$ cat src/hdl/assert_macros.svh
// Assertion helpers shared by the RTL. Each expects clk and arst_n in scope.
`ifndef ASSERT_MACROS_SVH
`define ASSERT_MACROS_SVH

// The consequent must hold in the same cycle as the antecedent.
`define UER_ASSERT_IMPL(lbl, ante, cons) \
	lbl: assert property (@(posedge clk) disable iff (!arst_n) (ante) |-> (cons)) \
		else $error("same-cycle check failed");

// The consequent must hold in the cycle after the antecedent.
`define UER_ASSERT_NEXT(lbl, ante, cons) \
	lbl: assert property (@(posedge clk) disable iff (!arst_n) (ante) |=> (cons)) \
		else $error("next-cycle check failed");

`endif

$ cat src/hdl/uer_pkg.sv
package uer_pkg;

	localparam int COUNT_WIDTH_DEF = 24;
	localparam int QUEUE_DEPTH_DEF = 4;

	localparam int TPC_W      = 10;
	localparam int TRIG_W     = 8;
	localparam int PRE_W      = 8;
	localparam int GAP_W      = 24;
	localparam int DIST_W     = 16;
	localparam int CFG_IDX_W  = 8;
	localparam int CFG_DATA_W = 24;

	localparam int DIST_MAX = 65535;

	localparam logic [TPC_W-1:0]  TPC_RST  = 10'd58;
	localparam logic [TRIG_W-1:0] TRIG_RST = 8'd10;
	localparam logic [PRE_W-1:0]  PRE_RST  = 8'd5;
	localparam logic [GAP_W-1:0]  GAP_RST  = 24'd60000;

	localparam logic [CFG_IDX_W-1:0] REG_TICKS_PER_CM = 8'd0;
	localparam logic [CFG_IDX_W-1:0] REG_TRIGGER_HIGH = 8'd1;
	localparam logic [CFG_IDX_W-1:0] REG_PRE_LOW      = 8'd2;
	localparam logic [CFG_IDX_W-1:0] REG_REPEAT_GAP   = 8'd3;

	typedef enum logic [2:0] {
		PH_GAP,
		PH_PRE_LOW,
		PH_HIGH,
		PH_WAIT_RISE,
		PH_COUNTING
	} phase_t;

	typedef enum logic [1:0] {
		BK_IDLE,
		BK_DIV,
		BK_DONE
	} back_state_t;

	// Per-tick control word passed from the front end to the back end.
	typedef struct packed {
		logic trigger;
		logic armed;
		logic measure;
	} tick_ctl_t;

	localparam int CTL_W = $bits(tick_ctl_t);

endpackage

$ cat src/hdl/uer_front.sv
module uer_front #(
	parameter int COUNT_WIDTH = uer_pkg::COUNT_WIDTH_DEF
) (
	input  logic                           clk,
	input  logic                           arst_n,
	input  logic                           in_valid,
	output logic                           in_ready,
	input  logic                           echo_level,
	input  logic [uer_pkg::TRIG_W-1:0]     trigger_high_ticks,
	input  logic [uer_pkg::PRE_W-1:0]      pre_low_ticks,
	input  logic [uer_pkg::GAP_W-1:0]      repeat_gap_ticks,
	input  logic                           q_full,
	output logic                           q_push,
	output uer_pkg::tick_ctl_t             q_ctl,
	output logic [COUNT_WIDTH-1:0]         q_dividend
);
	import uer_pkg::*;

	phase_t                 phase_q, phase_nx;
	logic [GAP_W-1:0]       phase_ticks_q, phase_ticks_nx;
	logic [COUNT_WIDTH-1:0] echo_ticks_q, echo_ticks_nx;
	logic                   prev_echo_q;
	logic                   measure;
	logic                   rise, fall;

	function automatic logic is_timed(input phase_t ph);
		return (ph == PH_GAP) || (ph == PH_PRE_LOW) || (ph == PH_HIGH);
	endfunction

	function automatic logic [GAP_W-1:0] phase_len(input phase_t ph,
			input logic [GAP_W-1:0] gap, input logic [PRE_W-1:0] pre,
			input logic [TRIG_W-1:0] trig);
		logic [GAP_W-1:0] len;
		case (ph)
			PH_GAP:     len = gap;
			PH_PRE_LOW: len = GAP_W'(pre);
			default:    len = (trig == '0) ? GAP_W'(1) : GAP_W'(trig);
		endcase
		return len;
	endfunction

	function automatic phase_t phase_succ(input phase_t ph);
		phase_t nx;
		case (ph)
			PH_GAP:     nx = PH_PRE_LOW;
			PH_PRE_LOW: nx = PH_HIGH;
			PH_HIGH:    nx = PH_WAIT_RISE;
			default:    nx = PH_GAP;
		endcase
		return nx;
	endfunction

	assign rise = echo_level && !prev_echo_q;
	assign fall = !echo_level && prev_echo_q;

	assign in_ready = !q_full;
	assign q_push   = in_valid && !q_full;

	// Next state. A timed phase can chain through at most two zero-length phases
	// in one tick, since the trigger-high phase always lasts at least one tick.
	always_comb begin
		phase_t           p0, p1, p2;
		logic [GAP_W-1:0] t0, t1, t2;
		p0 = phase_q;
		t0 = phase_ticks_q;
		echo_ticks_nx = echo_ticks_q;
		measure = 1'b0;
		case (phase_q)
			PH_WAIT_RISE: begin
				if (rise) begin
					echo_ticks_nx = COUNT_WIDTH'(1);
					p0 = PH_COUNTING;
				end
			end
			PH_COUNTING: begin
				if (fall) begin
					measure = 1'b1;
					p0 = PH_GAP;
					t0 = '0;
				end else if (echo_level && (echo_ticks_q != '1)) begin
					echo_ticks_nx = echo_ticks_q + 1'b1;
				end
			end
			default: ;
		endcase

		if (is_timed(p0) && (t0 >= phase_len(p0, repeat_gap_ticks, pre_low_ticks,
				trigger_high_ticks))) begin
			p1 = phase_succ(p0);
			t1 = '0;
		end else begin
			p1 = p0;
			t1 = t0;
		end

		if (is_timed(p1) && (t1 >= phase_len(p1, repeat_gap_ticks, pre_low_ticks,
				trigger_high_ticks))) begin
			p2 = phase_succ(p1);
			t2 = '0;
		end else begin
			p2 = p1;
			t2 = t1;
		end

		phase_nx = p2;
		phase_ticks_nx = is_timed(p2) ? t2 + 1'b1 : t2;
	end

	// Outputs of the tick, taken from the phase it ends in.
	always_comb begin
		q_ctl.trigger = (phase_nx == PH_HIGH);
		q_ctl.armed   = (phase_nx == PH_HIGH) || (phase_nx == PH_WAIT_RISE) ||
		                (phase_nx == PH_COUNTING);
		q_ctl.measure = measure;
		q_dividend    = echo_ticks_q;
	end

	always_ff @(posedge clk or negedge arst_n) begin
		if (!arst_n) begin
			phase_q       <= PH_GAP;
			phase_ticks_q <= '0;
			echo_ticks_q  <= '0;
			prev_echo_q   <= 1'b0;
		end else if (q_push) begin
			phase_q       <= phase_nx;
			phase_ticks_q <= phase_ticks_nx;
			echo_ticks_q  <= echo_ticks_nx;
			prev_echo_q   <= echo_level;
		end
	end

endmodule

$ cat src/hdl/uer_fifo.sv
module uer_fifo #(
	parameter int WIDTH = 8,
	parameter int DEPTH = uer_pkg::QUEUE_DEPTH_DEF
) (
	input  logic             clk,
	input  logic             arst_n,
	input  logic             push,
	input  logic [WIDTH-1:0] wdata,
	input  logic             pop,
	output logic [WIDTH-1:0] rdata,
	output logic             full,
	output logic             empty
);
	import uer_pkg::*;

	localparam int PTR_W = (DEPTH > 1) ? $clog2(DEPTH) : 1;
	localparam int CNT_W = $clog2(DEPTH + 1);

	logic [WIDTH-1:0] mem_q [DEPTH];
	logic [PTR_W-1:0] wr_ptr_q, rd_ptr_q;
	logic [CNT_W-1:0] count_q;

	assign full  = (count_q == CNT_W'(DEPTH));
	assign empty = (count_q == '0);
	assign rdata = mem_q[rd_ptr_q];

	always_ff @(posedge clk) begin
		if (push) begin
			mem_q[wr_ptr_q] <= wdata;
		end
	end

	always_ff @(posedge clk or negedge arst_n) begin
		if (!arst_n) begin
			wr_ptr_q <= '0;
			rd_ptr_q <= '0;
			count_q  <= '0;
		end else begin
			if (push) begin
				wr_ptr_q <= (wr_ptr_q == PTR_W'(DEPTH - 1)) ? '0 : wr_ptr_q + 1'b1;
			end
			if (pop) begin
				rd_ptr_q <= (rd_ptr_q == PTR_W'(DEPTH - 1)) ? '0 : rd_ptr_q + 1'b1;
			end
			if (push && !pop) begin
				count_q <= count_q + 1'b1;
			end else if (pop && !push) begin
				count_q <= count_q - 1'b1;
			end
		end
	end

endmodule

$ cat src/hdl/uer_back.sv
module uer_back #(
	parameter int COUNT_WIDTH = uer_pkg::COUNT_WIDTH_DEF
) (
	input  logic                         clk,
	input  logic                         arst_n,
	input  logic [uer_pkg::TPC_W-1:0]    ticks_per_cm,
	input  logic                         q_empty,
	input  uer_pkg::tick_ctl_t           q_ctl,
	input  logic [COUNT_WIDTH-1:0]       q_dividend,
	output logic                         q_pop,
	output logic                         out_valid,
	input  logic                         out_ready,
	output logic                         trigger_level,
	output logic [uer_pkg::DIST_W-1:0]   distance_cm,
	output logic                         distance_valid,
	output logic                         armed
);
	import uer_pkg::*;

	localparam int CNT_W = $clog2(COUNT_WIDTH);

	back_state_t            state_q, state_nx;
	tick_ctl_t              ctl_q;
	logic [COUNT_WIDTH-1:0] quo_q;
	logic [TPC_W-1:0]       rem_q;
	logic [CNT_W-1:0]       cnt_q;
	logic [DIST_W-1:0]      last_dist_q;

	logic                   out_valid_q, out_trig_q, out_dv_q, out_armed_q;
	logic [DIST_W-1:0]      out_dist_q;

	logic                   slot_free;
	logic                   load_div, div_step, emit_plain, emit_meas;
	logic [TPC_W-1:0]       divisor;
	logic [TPC_W:0]         shifted, diff;
	logic                   ge;
	logic [DIST_W-1:0]      dist_sat;

	assign slot_free = !out_valid_q || out_ready;

	// One restoring-division step per cycle, most significant dividend bit first.
	assign divisor  = (ticks_per_cm == '0) ? TPC_W'(1) : ticks_per_cm;
	assign shifted  = {rem_q, quo_q[COUNT_WIDTH-1]};
	assign ge       = (shifted >= {1'b0, divisor});
	assign diff     = shifted - {1'b0, divisor};
	assign dist_sat = (quo_q > COUNT_WIDTH'(DIST_MAX)) ? '1 : quo_q[DIST_W-1:0];

	always_comb begin
		state_nx = state_q;
		case (state_q)
			BK_IDLE: begin
				if (!q_empty && q_ctl.measure) begin
					state_nx = BK_DIV;
				end
			end
			BK_DIV: begin
				if (cnt_q == '0) begin
					state_nx = BK_DONE;
				end
			end
			BK_DONE: begin
				if (slot_free) begin
					state_nx = BK_IDLE;
				end
			end
			default: state_nx = BK_IDLE;
		endcase
	end

	always_comb begin
		q_pop      = 1'b0;
		load_div   = 1'b0;
		div_step   = 1'b0;
		emit_plain = 1'b0;
		emit_meas  = 1'b0;
		case (state_q)
			BK_IDLE: begin
				if (!q_empty) begin
					if (q_ctl.measure) begin
						q_pop    = 1'b1;
						load_div = 1'b1;
					end else if (slot_free) begin
						q_pop      = 1'b1;
						emit_plain = 1'b1;
					end
				end
			end
			BK_DIV:  div_step = 1'b1;
			BK_DONE: emit_meas = slot_free;
			default: ;
		endcase
	end

	always_ff @(posedge clk or negedge arst_n) begin
		if (!arst_n) begin
			state_q     <= BK_IDLE;
			cnt_q       <= '0;
			last_dist_q <= '0;
			out_valid_q <= 1'b0;
		end else begin
			state_q <= state_nx;
			if (load_div) begin
				cnt_q <= CNT_W'(COUNT_WIDTH - 1);
			end else if (div_step) begin
				cnt_q <= cnt_q - 1'b1;
			end
			if (emit_meas) begin
				last_dist_q <= dist_sat;
			end
			if (emit_plain || emit_meas) begin
				out_valid_q <= 1'b1;
			end else if (out_ready) begin
				out_valid_q <= 1'b0;
			end
		end
	end

	always_ff @(posedge clk) begin
		if (load_div) begin
			ctl_q <= q_ctl;
			quo_q <= q_dividend;
			rem_q <= '0;
		end else if (div_step) begin
			quo_q <= {quo_q[COUNT_WIDTH-2:0], ge};
			rem_q <= ge ? diff[TPC_W-1:0] : shifted[TPC_W-1:0];
		end
		if (emit_meas) begin
			out_trig_q  <= ctl_q.trigger;
			out_armed_q <= ctl_q.armed;
			out_dist_q  <= dist_sat;
			out_dv_q    <= 1'b1;
		end else if (emit_plain) begin
			out_trig_q  <= q_ctl.trigger;
			out_armed_q <= q_ctl.armed;
			out_dist_q  <= last_dist_q;
			out_dv_q    <= 1'b0;
		end
	end

	assign out_valid      = out_valid_q;
	assign trigger_level  = out_trig_q;
	assign distance_cm    = out_dist_q;
	assign distance_valid = out_dv_q;
	assign armed          = out_armed_q;

endmodule

$ cat src/hdl/ultrasonic_echo_ranger_top.sv
// Path: with an empty queue a plain tick is written into the queue, taken by the back end
// and its result registered; a tick that ends an echo passes the back end in steps (load,
// one quotient bit a cycle, emit), and the emit waits for a free output slot.
// Flow: one tick per cycle into the queue until QUEUE_DEPTH ticks wait; the back end drains
// one plain tick per cycle while its output is taken, and no tick during a measurement.
// Reset: registers return to their defaults, the phase to gap wait, the queue empties.
`include "assert_macros.svh"

module ultrasonic_echo_ranger_top #(
	parameter int COUNT_WIDTH = uer_pkg::COUNT_WIDTH_DEF,
	parameter int QUEUE_DEPTH = uer_pkg::QUEUE_DEPTH_DEF
) (
	input  logic                            clk,
	input  logic                            arst_n,
	input  logic                            cfg_we,
	input  logic [uer_pkg::CFG_IDX_W-1:0]   cfg_index,
	input  logic [uer_pkg::CFG_DATA_W-1:0]  cfg_data,
	input  logic                            in_valid,
	output logic                            in_ready,
	input  logic                            echo_level,
	output logic                            out_valid,
	input  logic                            out_ready,
	output logic                            trigger_level,
	output logic [uer_pkg::DIST_W-1:0]      distance_cm,
	output logic                            distance_valid,
	output logic                            armed
);
	import uer_pkg::*;

	localparam int FIFO_W = CTL_W + COUNT_WIDTH;

	logic [TPC_W-1:0]       ticks_per_cm_q;
	logic [TRIG_W-1:0]      trigger_high_q;
	logic [PRE_W-1:0]       pre_low_q;
	logic [GAP_W-1:0]       repeat_gap_q;

	logic                   q_full, q_empty, q_push, q_pop;
	tick_ctl_t              wr_ctl, rd_ctl;
	logic [COUNT_WIDTH-1:0] wr_dividend, rd_dividend;
	logic [FIFO_W-1:0]      q_wdata, q_rdata;

	always_ff @(posedge clk or negedge arst_n) begin
		if (!arst_n) begin
			ticks_per_cm_q <= TPC_RST;
			trigger_high_q <= TRIG_RST;
			pre_low_q      <= PRE_RST;
			repeat_gap_q   <= GAP_RST;
		end else if (cfg_we) begin
			case (cfg_index)
				REG_TICKS_PER_CM: ticks_per_cm_q <= cfg_data[TPC_W-1:0];
				REG_TRIGGER_HIGH: trigger_high_q <= cfg_data[TRIG_W-1:0];
				REG_PRE_LOW:      pre_low_q      <= cfg_data[PRE_W-1:0];
				REG_REPEAT_GAP:   repeat_gap_q   <= cfg_data[GAP_W-1:0];
				default: ;
			endcase
		end
	end

	uer_front #(
		.COUNT_WIDTH(COUNT_WIDTH)
	) u_front (
		.clk               (clk),
		.arst_n            (arst_n),
		.in_valid          (in_valid),
		.in_ready          (in_ready),
		.echo_level        (echo_level),
		.trigger_high_ticks(trigger_high_q),
		.pre_low_ticks     (pre_low_q),
		.repeat_gap_ticks  (repeat_gap_q),
		.q_full            (q_full),
		.q_push            (q_push),
		.q_ctl             (wr_ctl),
		.q_dividend        (wr_dividend)
	);

	assign q_wdata     = {wr_ctl, wr_dividend};
	assign rd_ctl      = tick_ctl_t'(q_rdata[FIFO_W-1 -: CTL_W]);
	assign rd_dividend = q_rdata[COUNT_WIDTH-1:0];

	uer_fifo #(
		.WIDTH(FIFO_W),
		.DEPTH(QUEUE_DEPTH)
	) u_fifo (
		.clk   (clk),
		.arst_n(arst_n),
		.push  (q_push),
		.wdata (q_wdata),
		.pop   (q_pop),
		.rdata (q_rdata),
		.full  (q_full),
		.empty (q_empty)
	);

	uer_back #(
		.COUNT_WIDTH(COUNT_WIDTH)
	) u_back (
		.clk           (clk),
		.arst_n        (arst_n),
		.ticks_per_cm  (ticks_per_cm_q),
		.q_empty       (q_empty),
		.q_ctl         (rd_ctl),
		.q_dividend    (rd_dividend),
		.q_pop         (q_pop),
		.out_valid     (out_valid),
		.out_ready     (out_ready),
		.trigger_level (trigger_level),
		.distance_cm   (distance_cm),
		.distance_valid(distance_valid),
		.armed         (armed)
	);

	// The back end never takes an entry from an empty queue.
	`UER_ASSERT_IMPL(a_pop_nonempty, q_pop, !q_empty)
	// The queue holds at least one entry in the cycle after a tick is transferred.
	`UER_ASSERT_NEXT(a_push_lands, q_push, !q_empty)
	// The trigger is only driven while a measurement is armed.
	`UER_ASSERT_IMPL(a_trigger_armed, out_valid && trigger_level, armed)

endmodule

$ cat config.mk
export PLATFORM = sky130hd
export DESIGN_NAME = ultrasonic_echo_ranger_top
export DESIGN_NICKNAME = d
export VERILOG_FILES = /design/src/hdl/uer_pkg.sv /design/src/hdl/uer_front.sv /design/src/hdl/uer_fifo.sv /design/src/hdl/uer_back.sv /design/src/hdl/ultrasonic_echo_ranger_top.sv
export VERILOG_INCLUDE_DIRS = /design/src /design/src/hdl
export SDC_FILE = /design/constraint.sdc
export NUM_CORES = 1
export LEC_CHECK = 0
export BUFFER_PORTS_ARGS = -buffer_cell sky130_fd_sc_hd__buf_2
export CAP_MARGIN = 15
export CORE_ASPECT_RATIO = 1.4
export CORE_MARGIN = 2
export CORE_UTILIZATION = 45
export CTS_BUF_LIST = sky130_fd_sc_hd__clkbuf_8
export CTS_CLUSTER_DIAMETER = 80
export CTS_CLUSTER_SIZE = 30
export DETAILED_ROUTE_END_ITERATION = 10
export GPL_ROUTABILITY_DRIVEN = 1
export GPL_TIMING_DRIVEN = 0
export HOLD_SLACK_MARGIN = 0.02
export PLACE_DENSITY = 0.6
export SYNTH_ARGS = -nofsm -noshare
export SYNTH_HDL_FRONTEND = slang
export SYNTH_SLANG_ARGS = --single-unit
$ cat constraint.sdc
create_clock -name clk -period 10.3 [get_ports clk]
set_input_delay 2.575 -clock clk [delete_from_list [all_inputs] [get_ports clk]]
set_output_delay 2.575 -clock clk [all_outputs]
set_load 0.03 [all_outputs]
==> impl_metrics.csv <==
group,metric,value,unit
logic_synthesis,synth_area_per_cell,12.04,um^2
pwr,powerDensity,229.5,nW/um^2
pwr,p_switching,1.416,mW
logic_synthesis,ys_seq_area_share,55.17,%
logic_synthesis,netlist_area,14740,um^2
floorplanning,die-height,218.1,um
clocking,numCtsBuffers,16,
placed_design,dp_hpwl,24190,um
pwr,p_seq_share,44.0,%
logic_synthesis,ys_warn_count,0,
clocking,cts.sinks,296,
pwr,clkPwrFrac,15.6,%
routing,avgViaCountPerCell,5.606,
worst_setup_path,cp.required,10.85,ns
global_route,grtUsageTotal,19.79,%
pwr,combPwrFrac,40.4,%
floorplanning,dieWidth,157.0,um
logic_synthesis,syn_inst,1224,
min_path,holdPathStages,1,
timing,setup_ws,0.5201,ns
min_path,worst_hold_path.endpoint,"u_back.distance_valid",
pwr,power,3.686,mW
logic_synthesis,syn_nets,1332,
timing,clock_skew,0.07157,ns
worst_setup_path,slowest_stage,"clkbuf_1",
min_path,min_from,"u_back.distance_valid",
worst_setup_path,r2r_start,"u_front.phase_q[0]",
global_route,grt_overflow_total,0,
worst_setup_path,rrSetupSlack,1.91,ns
timing,finalCritPeriodShare,94.95,%
timing,layout_min_cycle_time,9.780,ns
placed_design,gp_congestion,0.9202,
pwr,ir_drop,0.1212,mV
floorplanning,row_count,78,
pwr,p_leak,6.350,nW
routing,antenna_left,0,
placed_design,io_buffers,58,
routing,first_pass_iters,7,
timing,tightest_slew,0.9934,ns
global_route,grt_pass1_wl,53310,um
timing,finalHoldViolations,0,
pwr,internal_power,2.269,mW
worst_setup_path,cpPeakStageDelay,0.56,ns
flow_run,drv_cap,0,
global_route,grt_start_max_net_pins,69,
floorplanning,design.core.area,32300,um^2
routing,drc,0,
finish,layout_commonest_cell,"edfxtp_1",
finish,area_growth,8.956,%
clocking,cts_tree,"done",
logic_synthesis,async_flop_share,44.93,%
timing,final-setup-viol-count,0,
pwr,sw_frac_of_total,38.43,%
placed_design,dp_cells,1723,
placed_design,preCtsSetupSlack,-1.123,ns
timing,fmax,0.1023,GHz
floorplanning,die_area,34240,um^2
floorplanning,io_pins,59,
worst_setup_path,worstSetupEndpointType,"register",
logic_synthesis,ys_ff_latch,296,
global_route,antenna_found_initial,1,
routing,routed_wl,33030,um
clocking,clock_path_buffers,3,
timing,rsz0062_at_grt,"no",
worst_setup_path,crit_fanout,10,
logic_synthesis,synth_edf_count,152,
clocking,clkSlewWorstSetupHoldPaths,0.17,ns
routing,post_drt_wl_per_cell,18.83,um
clocking,clk_latency,0.60,ns
worst_setup_path,r2r-end,"u_front.phase_ticks_q[20]",
min_path,worstHoldPathType,"register to register",
timing,slew_headroom,33.63,%
routing,vias,9833,
global_route,grt_pass1_vias,9751,
timing,slew_viol_final,0,
timing,fin_setup_tns,0,ns
logic_synthesis,synthFlopType,"edfxtp_1",
outcome,run_status,"finished clean",
floorplanning,start_util,45.63,%
finish,drive_gt1_share,18.05,%
finish,fin_cells,1754,
clocking,cts_hold_buf,0,
logic_synthesis,yosysUniqueCellTypes,79,
finish,nNetsFinal,1411,
clocking,cts_max_level,1,
worst_setup_path,worstSetupPathType,"input port to register",
finish,mostFrequentLayoutCells,"edfxtp_1 (152), nand2_1 (121), dfrtp_1 (118)",
worst_setup_path,start_kind,"input port",
clocking,cts_root_buffer,"clkbuf_8",
worst_setup_path,critical_path_arrival,10.33,ns
worst_setup_path,r2r_cells,34,
routing,dr.first_iter.drc_count,629,
power groups by stage:
stage / registers (mW) / clock network (mW) / logic (mW)
finish: 1.62 / 0.576 / 1.49
global route: 1.64 / 0.641 / 1.65
CTS: 1.62 / 0.599 / 1.47
detailed placement: 1.65 / 0 / 1.46
global placement: 1.64 / 0 / 1.43
floorplan: 1.61 / 0 / 1.07
metrics by stage:
step	hold WS (ns)	cell area (um^2)	util [%]
CTS	0.4782	16000	49.52
detailed placement	0.4390	15620	48.35
finish	0.4834	16060	49.71
global route	0.5111	16060	49.71
floorplan	0.4426	14740	-
global placement	0.4285	15580	48.23
synthesized netlist by cell type, drive strengths merged, types with 14 or more instances:
cell type | number | share of area, %
edfxtp | 152 | 31
nand2 | 121 | 3.1
dfrtp | 118 | 20
ha | 68 | 5.8
mux2 | 68 | 5.2
o21ai | 68 | 2.3
nor2 | 66 | 1.7
a21oi | 50 | 1.7
clkbuf | 41 | 1.0
inv | 40 | 1.0
nand3 | 37 | 1.3
mux4 | 27 | 4.1
nor3 | 24 | 0.81
nor2b | 23 | 0.98
nand4 | 22 | 1.0
and3 | 21 | 0.93
and2 | 19 | 0.81
mux2i | 17 | 1.2
o22a | 17 | 1.0
dfstp | 15 | 2.7
xnor2 | 15 | 0.89
xor2 | 15 | 0.89
nand2b | 14 | 0.59
cell type report:
type,count,area [um^2]
tap,440,550.5
sequential,296,8132
buffer,51,227.7
timing repair buffer,62,346.6
clock buffer,16,220.2
inverter,41,153.9
fill,2916,16240
multi-input combinational,835,6277
clock inverter,12,148.9
antenna,1,2.502
routing by layer:
metal | GRT usage [%] | wire (um)
met5 | 0 | 0
met4 | 7.645 | 1204
met3 | 2.003 | 1029
met2 | 35.96 | 17520
met1 | 24.01 | 13280
state kept, by name, indices dropped and copies added, names as in the netlist, 5 cells and up:
register,flops
ticks_per_cm_q,10
u_back.quo_q,24
u_back.last_dist_q,16
u_back.rem_q,10
trigger_high_q,8
pre_low_q,8
u_back.distance_cm,16
repeat_gap_q,24
u_front.q_dividend,24
u_fifo.mem_q,108
u_front.phase_ticks_q,24
u_back.cnt_q,5
worst max-delay path: cells and delay by family:
| kind | cells | cell delay [ns] |
|---|---|---|
| mux | 2 | 0.55 |
| simple gates | 12 | 1.95 |
| compound gates | 11 | 2.84 |
| buf+inv | 6 | 1.59 |
| fa+ha+maj | 3 | 0.78 |
timing repair:
action                                  in CTS  in global routing
endpoints found under the hold margin        0                  0
gates resized for setup                      4                 13
pin swaps                                    0                  1
endpoints found under the setup margin      11                 12
setup buffers                                0                  3
cell families (layout without fill, tap and decap cells):
group / count (synthesis) / in the layout / share of synthesized area (%)
buf+inv: 93 / 182 / 2.572
mux: 112 / 112 / 10.48
fa+ha+maj: 70 / 70 / 6.044
xor+xnor: 30 / 30 / 1.783
compound gates: 228 / 228 / 10.36
flops: 296 / 296 / 55.17
other cells: 0 / 1 / 0
simple gates: 395 / 395 / 13.60
worst max path at each step:
stage	from	endpoint
floorplan	echo_level	u_front.phase_ticks_q[20]
global placement	echo_level	u_front.phase_ticks_q[20]
detailed placement	echo_level	u_front.phase_ticks_q[20]
CTS	echo_level	u_front.phase_ticks_q[20]
global route	echo_level	u_front.phase_ticks_q[20]
finish	echo_level	u_front.phase_ticks_q[20]
Note: power is estimated with default switching activity, not from simulation.
